===== src/hse_pkg.sv =====
// shared types and constants for the heap sort engine
// no dependencies; every other file imports this package
package hse_pkg;

  localparam int unsigned DATA_W           = 32;
  localparam int unsigned MAX_ELEMENTS_DEF = 64;

  typedef logic signed [DATA_W-1:0] data_t;

  typedef struct packed {
    data_t value;
    logic  last;
  } in_beat_t;

  typedef struct packed {
    data_t sorted_value;
    logic  final_res;
  } out_beat_t;

endpackage


===== src/hse_ram.sv =====
// element store: one write port, one read port with registered read data
// depends on hse_pkg for the data type
module hse_ram #(
  parameter int unsigned DEPTH = hse_pkg::MAX_ELEMENTS_DEF,
  parameter int unsigned AW    = $clog2(DEPTH)
) (
  input  logic           clk_i,
  input  logic           we_i,
  input  logic [AW-1:0]  waddr_i,
  input  hse_pkg::data_t wdata_i,
  input  logic [AW-1:0]  raddr_i,
  output hse_pkg::data_t rdata_o
);
  import hse_pkg::*;

  data_t mem [DEPTH];
  data_t rdata_q;

  always_ff @(posedge clk_i) begin
    if (we_i) begin
      mem[waddr_i] <= wdata_i;
    end
    rdata_q <= mem[raddr_i];
  end

  assign rdata_o = rdata_q;

endmodule


===== src/hse_sort_ctrl.sv =====
// heapsort sequencer: bottom-up heap build, then root extraction, in place
// drives the element store through one shared signed comparator; uses hse_pkg
module hse_sort_ctrl #(
  parameter int unsigned MAX_ELEMENTS = hse_pkg::MAX_ELEMENTS_DEF,
  parameter int unsigned AW           = $clog2(MAX_ELEMENTS),
  parameter int unsigned CW           = $clog2(MAX_ELEMENTS + 1)
) (
  input  logic           clk_i,
  input  logic           rst_ni,
  input  logic           start_i,
  input  logic [CW-1:0]  count_i,
  output logic           done_o,
  input  hse_pkg::data_t rdata_i,
  output logic           mem_we_o,
  output logic [AW-1:0]  mem_waddr_o,
  output hse_pkg::data_t mem_wdata_o,
  output logic [AW-1:0]  mem_raddr_o
);
  import hse_pkg::*;

  typedef enum logic [3:0] {
    S_IDLE, S_SD_START, S_SD_HELD, S_SD_C1, S_SD_C2, S_SD_CMP, S_SD_LAST,
    S_NEXT, S_SW_R0, S_SW_RK, S_SW_W0, S_SW_WK
  } state_e;

  state_e        state_q, state_d;
  logic          extract_q, extract_d;
  logic          done_q, done_d;
  logic [AW-1:0] k_q, k_d;
  logic [AW-1:0] pos_q, pos_d;
  logic [AW-1:0] child_q, child_d;
  logic [AW-1:0] bottom_q, bottom_d;
  data_t         held_q, held_d;
  data_t         big_q, big_d;

  logic [AW:0]   pos_child, next_child, bottom_ext;
  data_t         cmp_a, cmp_b;
  logic          a_lt_b;

  // the one comparator, shared by child select and sift decision
  assign cmp_a  = big_q;
  assign cmp_b  = (state_q == S_SD_C2) ? rdata_i : held_q;
  assign a_lt_b = cmp_a < cmp_b;

  assign pos_child  = {pos_q, 1'b1};
  assign next_child = {child_q, 1'b1};
  assign bottom_ext = {1'b0, bottom_q};

  always_comb begin
    state_d     = state_q;
    extract_d   = extract_q;
    done_d      = 1'b0;
    k_d         = k_q;
    pos_d       = pos_q;
    child_d     = child_q;
    bottom_d    = bottom_q;
    held_d      = held_q;
    big_d       = big_q;
    mem_we_o    = 1'b0;
    mem_waddr_o = pos_q;
    mem_wdata_o = held_q;
    mem_raddr_o = pos_q;

    unique case (state_q)
      S_IDLE: begin
        if (start_i) begin
          if (count_i < CW'(2)) begin
            done_d = 1'b1;
          end else begin
            bottom_d  = AW'(count_i - CW'(1));
            k_d       = AW'(count_i >> 1);
            pos_d     = AW'(count_i >> 1);
            extract_d = 1'b0;
            state_d   = S_SD_START;
          end
        end
      end
      S_SD_START: begin
        if (pos_q >= bottom_q) begin
          state_d = S_NEXT;
        end else begin
          mem_raddr_o = pos_q;
          state_d     = S_SD_HELD;
        end
      end
      S_SD_HELD: begin
        held_d = rdata_i;
        if (pos_child > bottom_ext) begin
          state_d = S_NEXT;
        end else begin
          mem_raddr_o = pos_child[AW-1:0];
          child_d     = pos_child[AW-1:0];
          state_d     = S_SD_C1;
        end
      end
      S_SD_C1: begin
        big_d = rdata_i;
        if (child_q < bottom_q) begin
          mem_raddr_o = child_q + AW'(1);
          state_d     = S_SD_C2;
        end else begin
          state_d = S_SD_CMP;
        end
      end
      S_SD_C2: begin
        // right child wins when left is smaller
        if (a_lt_b) begin
          big_d   = rdata_i;
          child_d = child_q + AW'(1);
        end
        state_d = S_SD_CMP;
      end
      S_SD_CMP: begin
        mem_we_o    = 1'b1;
        mem_waddr_o = pos_q;
        if (a_lt_b) begin
          mem_wdata_o = held_q;
          state_d     = S_NEXT;
        end else begin
          mem_wdata_o = big_q;
          pos_d       = child_q;
          if (next_child > bottom_ext) begin
            state_d = S_SD_LAST;
          end else begin
            mem_raddr_o = next_child[AW-1:0];
            child_d     = next_child[AW-1:0];
            state_d     = S_SD_C1;
          end
        end
      end
      S_SD_LAST: begin
        mem_we_o    = 1'b1;
        mem_waddr_o = pos_q;
        mem_wdata_o = held_q;
        state_d     = S_NEXT;
      end
      S_NEXT: begin
        if (!extract_q) begin
          if (k_q == '0) begin
            extract_d = 1'b1;
            k_d       = bottom_q;
            state_d   = S_SW_R0;
          end else begin
            k_d     = k_q - AW'(1);
            pos_d   = k_q - AW'(1);
            state_d = S_SD_START;
          end
        end else if (k_q == AW'(1)) begin
          done_d  = 1'b1;
          state_d = S_IDLE;
        end else begin
          k_d     = k_q - AW'(1);
          state_d = S_SW_R0;
        end
      end
      S_SW_R0: begin
        mem_raddr_o = '0;
        state_d     = S_SW_RK;
      end
      S_SW_RK: begin
        held_d      = rdata_i;
        mem_raddr_o = k_q;
        state_d     = S_SW_W0;
      end
      S_SW_W0: begin
        mem_we_o    = 1'b1;
        mem_waddr_o = '0;
        mem_wdata_o = rdata_i;
        state_d     = S_SW_WK;
      end
      S_SW_WK: begin
        mem_we_o    = 1'b1;
        mem_waddr_o = k_q;
        mem_wdata_o = held_q;
        pos_d       = '0;
        bottom_d    = k_q - AW'(1);
        state_d     = S_SD_START;
      end
      default: begin
        state_d = S_IDLE;
      end
    endcase
  end

  always_ff @(posedge clk_i or negedge rst_ni) begin
    if (!rst_ni) begin
      state_q   <= S_IDLE;
      extract_q <= 1'b0;
      done_q    <= 1'b0;
      k_q       <= '0;
      pos_q     <= '0;
      child_q   <= '0;
      bottom_q  <= '0;
    end else begin
      state_q   <= state_d;
      extract_q <= extract_d;
      done_q    <= done_d;
      k_q       <= k_d;
      pos_q     <= pos_d;
      child_q   <= child_d;
      bottom_q  <= bottom_d;
    end
  end

  always_ff @(posedge clk_i) begin
    held_q <= held_d;
    big_q  <= big_d;
  end

  assign done_o = done_q;

`ifndef NO_ASSERTIONS
  a_done_idle: assert property (@(posedge clk_i) disable iff (!rst_ni)
    done_q |-> state_q == S_IDLE)
    else $error("sort done while sequencer busy");
  a_child_in_heap: assert property (@(posedge clk_i) disable iff (!rst_ni)
    (state_q == S_SD_C1 || state_q == S_SD_C2) |-> child_q <= bottom_q)
    else $error("child index beyond heap bottom");
  a_child_below_pos: assert property (@(posedge clk_i) disable iff (!rst_ni)
    state_q == S_SD_C1 |-> pos_q < child_q)
    else $error("child index not below parent");
  a_no_start_busy: assert property (@(posedge clk_i) disable iff (!rst_ni)
    start_i |-> state_q == S_IDLE)
    else $error("start while sequencer busy");
`endif

endmodule


===== src/heap_sort_engine_unit.sv =====
// heap sort engine top level: load path, sequencer and store, output register
// depends on hse_pkg, hse_ram and hse_sort_ctrl
// sequence: n load beats at one per cycle while loading, then root swaps and about 3n/2 sift
//   passes of up to log2(n) levels each
// throughput: one set at a time; each result is read from the store, then registered for output
// reset: control state and element count cleared, store contents undefined
module heap_sort_engine_unit #(
  parameter int unsigned MAX_ELEMENTS = hse_pkg::MAX_ELEMENTS_DEF
) (
  input  logic               clk_i,
  input  logic               rst_ni,
  input  logic               in_valid_i,
  output logic               in_stall_o,
  input  hse_pkg::in_beat_t  in_data_i,
  output logic               out_valid_o,
  input  logic               out_stall_i,
  output hse_pkg::out_beat_t out_data_o
);
  import hse_pkg::*;

  localparam int unsigned AW = $clog2(MAX_ELEMENTS);
  localparam int unsigned CW = $clog2(MAX_ELEMENTS + 1);

  typedef enum logic [1:0] {
    S_LOAD, S_SORT, S_EMIT_RD, S_EMIT_WAIT
  } state_e;

  state_e        state_q, state_d;
  logic [CW-1:0] count_q, count_d;
  logic [AW-1:0] idx_q, idx_d;
  logic          out_valid_q, out_valid_d;
  out_beat_t     out_q, out_d;

  logic          in_acc, out_acc;
  logic [CW-1:0] count_inc;
  logic          closes;
  logic          sort_start, sort_done;
  logic          is_final;

  // store port mux
  logic          ram_we;
  logic [AW-1:0] ram_waddr, ram_raddr;
  data_t         ram_wdata, ram_rdata;

  // sequencer side of the store
  logic          sq_we;
  logic [AW-1:0] sq_waddr, sq_raddr;
  data_t         sq_wdata;

  assign in_stall_o  = (state_q != S_LOAD);
  assign in_acc      = in_valid_i && !in_stall_o;
  assign out_acc     = out_valid_q && !out_stall_i;
  assign out_valid_o = out_valid_q;
  assign out_data_o  = out_q;

  // a set closes on the marked beat or when the store is full
  assign count_inc = count_q + CW'(1);
  assign closes    = in_data_i.last || (count_inc == CW'(MAX_ELEMENTS));
  assign is_final  = (CW'(idx_q) + CW'(1)) == count_q;

  // load writes only happen in load state, sequencer owns the store while sorting
  always_comb begin
    if (state_q == S_LOAD) begin
      ram_we    = in_acc;
      ram_waddr = count_q[AW-1:0];
      ram_wdata = in_data_i.value;
    end else begin
      ram_we    = sq_we;
      ram_waddr = sq_waddr;
      ram_wdata = sq_wdata;
    end
    ram_raddr = (state_q == S_EMIT_RD) ? idx_q : sq_raddr;
  end

  always_comb begin
    state_d     = state_q;
    count_d     = count_q;
    idx_d       = idx_q;
    out_d       = out_q;
    out_valid_d = out_valid_q;
    sort_start  = 1'b0;

    if (out_acc) begin
      out_valid_d = 1'b0;
    end

    unique case (state_q)
      S_LOAD: begin
        if (in_acc) begin
          count_d = count_inc;
          if (closes) begin
            sort_start = 1'b1;
            state_d    = S_SORT;
          end
        end
      end
      S_SORT: begin
        if (sort_done) begin
          idx_d   = '0;
          state_d = S_EMIT_RD;
        end
      end
      S_EMIT_RD: begin
        // read issues once the output register is free or being drained
        if (!out_valid_q || out_acc) begin
          state_d = S_EMIT_WAIT;
        end
      end
      S_EMIT_WAIT: begin
        out_d.sorted_value = ram_rdata;
        out_d.final_res    = is_final;
        out_valid_d        = 1'b1;
        if (is_final) begin
          // last beat waits in the output register while the next set loads
          count_d = '0;
          state_d = S_LOAD;
        end else begin
          idx_d   = idx_q + AW'(1);
          state_d = S_EMIT_RD;
        end
      end
      default: begin
        state_d = S_LOAD;
      end
    endcase
  end

  always_ff @(posedge clk_i or negedge rst_ni) begin
    if (!rst_ni) begin
      state_q     <= S_LOAD;
      count_q     <= '0;
      idx_q       <= '0;
      out_valid_q <= 1'b0;
    end else begin
      state_q     <= state_d;
      count_q     <= count_d;
      idx_q       <= idx_d;
      out_valid_q <= out_valid_d;
    end
  end

  always_ff @(posedge clk_i) begin
    out_q <= out_d;
  end

  hse_ram #(
    .DEPTH (MAX_ELEMENTS)
  ) u_ram (
    .clk_i   (clk_i),
    .we_i    (ram_we),
    .waddr_i (ram_waddr),
    .wdata_i (ram_wdata),
    .raddr_i (ram_raddr),
    .rdata_o (ram_rdata)
  );

  hse_sort_ctrl #(
    .MAX_ELEMENTS (MAX_ELEMENTS)
  ) u_sort_ctrl (
    .clk_i       (clk_i),
    .rst_ni      (rst_ni),
    .start_i     (sort_start),
    .count_i     (count_inc),
    .done_o      (sort_done),
    .rdata_i     (ram_rdata),
    .mem_we_o    (sq_we),
    .mem_waddr_o (sq_waddr),
    .mem_wdata_o (sq_wdata),
    .mem_raddr_o (sq_raddr)
  );

`ifndef NO_ASSERTIONS
  a_no_overwrite: assert property (@(posedge clk_i) disable iff (!rst_ni)
    state_q == S_EMIT_WAIT |-> !out_valid_q)
    else $error("output beat overwritten before taken");
  a_count_range: assert property (@(posedge clk_i) disable iff (!rst_ni)
    count_q <= CW'(MAX_ELEMENTS))
    else $error("element count beyond store depth");
  a_done_in_sort: assert property (@(posedge clk_i) disable iff (!rst_ni)
    sort_done |-> state_q == S_SORT)
    else $error("sort done outside sort phase");
  a_start_from_load: assert property (@(posedge clk_i) disable iff (!rst_ni)
    sort_start |=> state_q == S_SORT)
    else $error("sort start without entering sort phase");
`endif

endmodule

===== config.mk =====
export PLATFORM = sky130hd
export DESIGN_NAME = heap_sort_engine_unit
export DESIGN_NICKNAME = d
export VERILOG_FILES = /design/src/hse_pkg.sv /design/src/hse_ram.sv /design/src/hse_sort_ctrl.sv /design/src/heap_sort_engine_unit.sv
export SDC_FILE = /design/constraint.sdc
export NUM_CORES = 2
export LEC_CHECK = 0
export BUFFER_PORTS_ARGS = -buffer_cell sky130_fd_sc_hd__clkbuf_2
export CORE_UTILIZATION = 40
export DETAILED_ROUTE_END_ITERATION = 8
export GPL_TIMING_DRIVEN = 0
export HOLD_SLACK_MARGIN = 0.15
export PLACE_DENSITY = 0.66
export REMOVE_ABC_BUFFERS = 1
export SETUP_SLACK_MARGIN = 0.15
export SLEW_MARGIN = 20
export SYNTH_ARGS = -nofsm -noshare
export SYNTH_HDL_FRONTEND = slang
export SYNTH_SLANG_ARGS = --single-unit
export TNS_END_PERCENT = 10

===== constraint.sdc =====
create_clock -name clk_i -period 9.9 [get_ports clk_i]
set_clock_uncertainty 0.2 [all_clocks]
set_input_delay 1.485 -clock clk_i [delete_from_list [all_inputs] [get_ports clk_i]]
set_output_delay 1.485 -clock clk_i [all_outputs]
set_load 0.05 [all_outputs]

* After elaboration in Yosys (flattened, before gate mapping)
Memory sizes are Yosys's and may differ from the RTL's. A register that Yosys moved wholly into a read port is not among the register bits.
Index checks and enable logic that the tools add are counted.
** Cells by class
- Reductions and logical operators :: 31
- $add $sub $neg :: 6
- Eq/ne operators :: 32
- Muxes and demuxes :: 74
- $lt $le $gt $ge :: 6
** Operators by type and width (count)
- $mux W6 :: 22
- $mux W32 :: 4
- $pmux W32 S2 :: 2
- $pmux W4 S12 :: 1
- $pmux W6 S2 :: 4
- $lt A32 B32 Y1 :: 1
- $pmux W6 S5 :: 1
- $mux W4 :: 6
- $pmux W6 S4 :: 1
- $ne A2 B2 Y1 const B :: 11
- $mux W1 :: 18
- $pmux W6 S3 :: 1
- $eq A4 B3 Y1 const B :: 4
- $eq A4 B4 Y1 const B :: 4
- $gt A7 B6 Y1 :: 2
- $mux W7 :: 2
- $pmux W7 S2 :: 1
- $reduce_bool A2 Y1 :: 7
- $add A6 B1 Y6 const B :: 2
- $reduce_and A3 Y1 :: 4
- $sub A6 B1 Y6 const B :: 2
- $mux W2 :: 5
- $mux W3 :: 3
- $eq A4 B2 Y1 const B :: 2
- 29 further kinds :: 39
** Word-level totals
- Input port bits :: 37
- Word-level logic and storage cells :: 165
- Output and inout port bits :: 35
- Memories kept :: 1
- RAM bits :: 2048
- Register bits after elaboration :: 143
** Memories
- u_ram.mem :: words 64, bits a word 32, read ports 1, clocked after memory_dff 1, write ports 1, line hse_ram.sv:16 : data_t mem [DEPTH];

* Logic depth before layout (Yosys ltp)
- Depth after elaboration :: 8
- Gate-level depth with buffers :: 25
- Depth with buffers taken out :: 15

* Hierarchy
Synthesis repeated with hierarchy kept, for this count alone.
** Unflattened totals
- Cells, all modules :: 4257
- Area, all modules :: 87586.5 µm²
** By module, submodules not included
- hse_ram :: instances 1, area an instance 78512.8 µm², cells an instance 3324, seq. area each 62139.6 µm²
- hse_sort_ctrl :: instances 1, area an instance 6438.7 µm², cells an instance 710, seq. area each 2672.6 µm²
- heap_sort_engine_unit :: instances 1, area an instance 2635.0 µm², cells an instance 223, seq. area each 1391.3 µm²

* Least setup slack after synthesis
Ideal clock, no wire load.
- Kind :: register to register
- From :: register u_sort_ctrl.state_q[3]
- To :: memory u_ram.mem[0][10] in the netlist's numbering (data pin)
- Required time :: 9112 ps
- Setup slack :: 3638 ps
- Library setup time :: 588 ps
- Arrival time :: 5474 ps
- Buffers on the path :: 4
- Period minus slack after synthesis :: 6262 ps
- Cell stages (with the launch flop) :: 17
- Cells stage by stage :: dfrtp_1 > buf_6 > nor4b_2 > buf_4 > buf_1 > mux2i_1 > ha_1 > a21o_1 > a21o_1 > a311oi_1 > o311ai_1 > o21ai_1 > nor2_1 > nor2_1 > clkbuf_1 > nand2_1 > a31oi_1
** Between the ends
- Word-level cells in the longest chain between the ends :: 6
- Elaborated cells on any way between the ends :: 8
- Those cells by class :: order compare: 1; eq/ne: 3; mux: 4
** Ends and longest elaborated chain
- start, declared :: line hse_sort_ctrl.sv:26 : state_e state_q, state_d;
- start signal, assigned :: line hse_sort_ctrl.sv:195 : state_q <= state_d;
- $eq A4 B3 Y1 :: line hse_sort_ctrl.sv:42 : assign cmp_b = (state_q == S_SD_C2) ? rdata_i : held_q;
- $mux W32 :: line hse_sort_ctrl.sv:42
- $lt A32 B32 Y1 :: line hse_sort_ctrl.sv:43 : assign a_lt_b = cmp_a < cmp_b;
- $mux W32 :: line hse_sort_ctrl.sv:116 : if (a_lt_b) begin
- $pmux W32 S2 (*) :: line hse_sort_ctrl.sv:64 : unique case (state_q)
- $mux W32 (*) :: line heap_sort_engine_unit.sv:63 : if (state_q == S_LOAD) begin
- net ram_wdata[10] :: line heap_sort_engine_unit.sv:43 : data_t ram_wdata, ram_rdata;
- end, declared :: line hse_ram.sv:16
Mark *: on every way through the listed nets, which the timed path passes. The rest lies on a longest branch.

* Final worst setup path
- From :: register u_sort_ctrl.state_q[0]
- To :: register u_ram.rdata_q[21] (netlist: u_ram.rdata_o[21]) (read register of u_ram.mem)
** Between the ends
- Word-level cells in the longest chain between the ends :: 6
- Elaborated cells on any way between the ends :: 11
- Those cells by class :: order compare: 1; eq/ne: 6; mux: 4
** Ends and longest elaborated chain
- $eq A4 B3 Y1 :: line hse_sort_ctrl.sv:42
- $mux W32 :: line hse_sort_ctrl.sv:42
- $lt A32 B32 Y1 :: line hse_sort_ctrl.sv:43
- $mux W6 :: line hse_sort_ctrl.sv:116
- $pmux W6 S5 (*) :: line hse_sort_ctrl.sv:64
- $mux W6 (*) :: line heap_sort_engine_unit.sv:72 : ram_raddr = (state_q == S_EMIT_RD) ? idx_q : sq_raddr;
- end, declared :: line hse_ram.sv:17 : data_t rdata_q;
Mark *: on every way between the ends. The rest lies on a longest branch, timed or not.
A chain may end at the register's enable or synchronous reset.

==> metrics.txt <==
# TYPE chip_impl_metric gauge
chip_impl_metric{name="synth_top_area_share",unit="%"} 70.2
chip_impl_metric{name="area_growth_syn_to_layout",unit="%"} 19.1
chip_impl_metric{name="grt_first_pass_wirelength",unit="microns"} 396000
chip_impl_metric{name="critical_path.max_fanout",unit=""} 97
chip_impl_metric{name="crit_buf_inv",unit=""} 9
chip_impl_metric{name="crit_arrival",unit="ns"} 10.07
chip_impl_metric{name="r2r_cells",unit=""} 24
chip_impl_metric{name="post_cts_resized",unit=""} 2
chip_impl_metric{name="number_of_different_library_cells_in_the_post_synthesis_netlist",unit=""} 86
chip_impl_metric{name="reg2reg_slack",unit="ns"} 0.41
chip_impl_metric{name="grt_pass1_vias",unit=""} 58400
chip_impl_metric{name="synth_enable_flop_cells",unit=""} 2145
chip_impl_metric{name="post_synth.cell_area_avg",unit="sq um"} 13.6
chip_impl_metric{name="yosysWarningCount",unit=""} 0
chip_impl_metric{name="place_congestion",unit=""} 0.867
chip_impl_metric{name="globalRouteTotalUtil",unit="%"} 23.3
chip_impl_metric{name="globalRoute.totalOverflow",unit=""} 0
chip_impl_metric{name="route.vias.total",unit=""} 60800
chip_impl_metric{name="placement.io_buffers",unit=""} 71
chip_impl_metric{name="fin_nets",unit=""} 6902
chip_impl_metric{name="initial_core_util",unit="%"} 40.3
chip_impl_metric{name="timing_max_transition_violations_final",unit=""} 0
chip_impl_metric{name="detailedPlace.worstSlack",unit="ns"} -0.185
chip_impl_metric{name="maxCapViolations",unit=""} 0
chip_impl_metric{name="syn_area",unit="sq um"} 91700
chip_impl_metric{name="worst_skew_pair.late_latency",unit="ns"} 0.87
chip_impl_info{name="cts_root_buffer",value="clkbuf_16"} 1
chip_impl_metric{name="avgRoutedWirePerCell",unit="microns"} 27.4
chip_impl_info{name="cp_top_family",value="buffers and inverters"} 1
chip_impl_metric{name="grt_antenna_before_repair",unit=""} 23
chip_impl_metric{name="routed_via_density",unit=""} 6.06
chip_impl_metric{name="drt_iter0_markers",unit=""} 8478
chip_impl_metric{name="required",unit="ns"} 10.48
chip_impl_metric{name="hold_path_depth",unit=""} 0
chip_impl_info{name="hold_end",value="out_data_o[1]"} 1
chip_impl_metric{name="tightest_slew",unit="ns"} 1.33
chip_impl_metric{name="final_period_minus_worst_setup_slack",unit="ns"} 9.49
chip_impl_metric{name="cpPeakStageDelay",unit="ns"} 0.79
chip_impl_metric{name="die_y",unit="microns"} 481
chip_impl_info{name="final_cell_mix",value="2145 x edfxtp_1, 1206 x nand2_1, 593 x nand3_1, 359 x and3_1, 291 x mux2i_1"} 1
chip_impl_metric{name="cts_num_sinks",unit=""} 2223
chip_impl_metric{name="ctsHtreeMaxLevel",unit=""} 4
chip_impl_metric{name="timing.final.hold_violations",unit=""} 0
chip_impl_metric{name="cts.hold.buffers_added",unit=""} 0
chip_impl_metric{name="totalWireLength",unit="microns"} 275000
chip_impl_metric{name="finalSetupTns",unit="ns"} 0
chip_impl_metric{name="detail_route.drc_violations",unit=""} 0
chip_impl_info{name="worst_hold_path_class",value="reg -> reg"} 1
chip_impl_info{name="hold_path_startpoint",value="u_ram.rdata_o[0]"} 1
chip_impl_metric{name="route.antenna.remaining_nets",unit=""} 0
chip_impl_info{name="netlist_top_cells_area",value="edfxtp_1 70%, nand2_1 5.0%, nand3_1 3.2%"} 1
chip_impl_metric{name="rows",unit=""} 175
chip_impl_info{name="outcome",value="finished, final reports clean"} 1
chip_impl_metric{name="post_cts_setup_buffer_count",unit=""} 0
chip_impl_metric{name="final_setup_violating_endpoints",unit=""} 0
chip_impl_metric{name="coreArea",unit="sq um"} 228000
chip_impl_metric{name="number_of_clock_buffers_inserted_by_tritoncts",unit=""} 217
chip_impl_info{name="worst_r2r_startpoint",value="u_sort_ctrl.state_q[0]"} 1
chip_impl_metric{name="synth_seq_cells",unit=""} 2223
chip_impl_metric{name="dp_hpwl",unit="microns"} 180000
chip_impl_metric{name="clk_pin_slew",unit="ns"} 0.06
chip_impl_metric{name="firstDrtPassIters",unit=""} 7
chip_impl_info{name="worst_setup_path_end_kind",value="flop"} 1
chip_impl_metric{name="finalCritPeriodShare",unit="%"} 95.9
chip_impl_metric{name="synthArstFlopShare",unit="%"} 2.07
chip_impl_metric{name="final_layout_size_suffix_gt1_share",unit="%"} 12.3
chip_impl_info{name="critical_path.startpoint_type",value="flop"} 1
chip_impl_info{name="cts_tree",value="yes"} 1
chip_impl_metric{name="postSynthCellCount",unit=""} 6723
chip_impl_metric{name="highest_clock_rate",unit="GHz"} 0.105
chip_impl_metric{name="ys_seq_area_share",unit="%"} 72.2
chip_impl_metric{name="chipWidth",unit="microns"} 481
chip_impl_metric{name="pin_count",unit=""} 72
chip_impl_info{name="slowest_stage",value="dfrtp_1"} 1
chip_impl_info{name="grt_setup_unrepaired",value="false"} 1
chip_impl_metric{name="grt_max_degree",unit=""} 98
chip_impl_info{name="layout_commonest_cell",value="edfxtp_1"} 1
chip_impl_metric{name="finalWorstSetupSlack",unit="ns"} 0.408
chip_impl_info{name="path_cells",value="nor4b_4 > buf_6 > buf_6 > mux2i_1 > ha_1 > nand2_1 > nor3_2 > nand3_1 > o311ai_1 > o21a_2 > nand2_8 > buf_16 > buf_16 > nand2_4 > buf_16 > buf_16 > buf_12 > buf_16 > buf_16 > a211oi_1 > a311oi_1 > a311oi_1 > a21oi_1 > a311o_1"} 1
chip_impl_info{name="path_common_cell",value="buf_16"} 1
chip_impl_metric{name="worst_slew_margin_rel",unit="%"} 11.1
chip_impl_info{name="r2r_end",value="u_ram.rdata_o[21]"} 1
chip_impl_metric{name="clock_tree.buffer_depth",unit=""} 3
chip_impl_metric{name="die_area",unit="sq um"} 231000
chip_impl_metric{name="hold_ws",unit="ns"} 0.327
chip_impl_info{name="synthFlopType",value="edfxtp_1"} 1
chip_impl_info{name="synthDominantAreaCellType",value="edfxtp_1"} 1
chip_impl_info{name="criticalPathCategory",value="reg -> reg"} 1
==> state kept, by name, indices dropped and copies added (netlist names) <==
register               flops
u_ram.rdata_o             32
u_sort_ctrl.big_q         32
u_sort_ctrl.held_q        32
out_data_o                33
u_sort_ctrl.extract_q      1
u_sort_ctrl.done_o         1
idx_q                      6
u_sort_ctrl.pos_q          6
state_q                    2
u_sort_ctrl.state_q        4
u_sort_ctrl.k_q            6
u_sort_ctrl.bottom_q       6
out_valid_o                1
count_q                    7
u_sort_ctrl.child_q        6
u_ram.mem               2048
==> layout make-up <==
type	instances	area, sq um
diodes	26	65.1
multi-input cells	3977	24400
well taps	3009	3760
repair buffers	369	7540
inverters	19	76.3
clock buffers	290	5910
fillers	18700	119000
clock inverters	113	1210
flip-flops and latches	2223	66200
==> worst reg2reg max path, delay by kind of cell (launching register included) <==
| family | cells | cell delay [ns] |
|---|---|---|
| buffers and inverters | 9 | 2.72 |
| AOI/OAI and AO/OA | 7 | 2.52 |
| and+or+nand+nor | 6 | 2.52 |
| DFF | 1 | 0.79 |
| adders and majority gates | 1 | 0.56 |
| muxes | 1 | 0.10 |
==> worst max-delay path by stage <==
stage,cells past startpoint,slack [ns],from,endpoint
floorplan,12,-24.51,u_sort_ctrl.state_q[0],u_ram.rdata_o[12]
global placement,12,-85.85,u_sort_ctrl.state_q[0],u_ram.rdata_o[27]
detailed placement,23,-0.19,u_sort_ctrl.state_q[0],u_ram.rdata_o[12]
CTS,23,0.08,u_sort_ctrl.state_q[0],u_ram.rdata_o[12]
global route,24,0.20,u_sort_ctrl.state_q[0],u_ram.rdata_o[3]
finish,24,0.41,u_sort_ctrl.state_q[0],u_ram.rdata_o[21]
==> logic make-up after synthesis <==
family | share of synthesized area, %
buffers and inverters | 2.56
XOR/XNOR | 0.296
multiplexers | 3.33
AO/OA/AOI/OAI | 8.38
adder cells (fa/ha/maj) | 0.791
AND/OR/NAND/NOR | 12.5
flip-flops | 72.2
==> layer usage <==
layer / up-vias / wire length, microns / track usage, %
li1: 26100 / - / -
met1: 30700 / 104000 / 30.2
met2: 3321 / 127000 / 36.3
met3: 629 / 27800 / 4.89
met4: 14 / 16200 / 13.0
met5: - / 100 / 0
==> cell usage after synthesis, types with 6 or more instances <==
cell / count
edfxtp_1: 2145
a311oi_1: 157
nand2_1: 1211
nand2b_1: 13
nand4_1: 8
buf_2: 160
o21ai_0: 97
nor3_1: 43
or3_1: 7
a311o_1: 9
nand3_1: 594
nor4_1: 9
o2111ai_1: 10
nor2_1: 174
buf_4: 22
a31oi_1: 278
a221o_1: 29
a21o_1: 9
o22ai_1: 78
xor2_1: 15
mux2_2: 7
buf_6: 14
dfrtp_1: 46
nor2b_1: 10
o211ai_1: 17
or4b_1: 23
a21oi_1: 121
or2_2: 6
o21ai_1: 8
a211oi_1: 168
clkbuf_1: 268
a22oi_1: 40
inv_1: 18
o31ai_1: 10
a221oi_1: 20
mux2i_1: 291
dfxtp_1: 32
ha_1: 58
buf_1: 40
xnor2_1: 16
and3_1: 360
==> metrics by stage <==
stage	cell area (sq um)	std cells	utilization, %
final	109000	10000	48.0
after global routing	109000	10000	48.0
after CTS	109000	9999	47.9
after detailed placement	102000	9596	44.8
after global placement	93600	9299	41.1
after floorplan	89400	6219	-
Power is not shown: default switching activity piles up to over one toggle a cycle in this logic, so the estimate is an artifact.
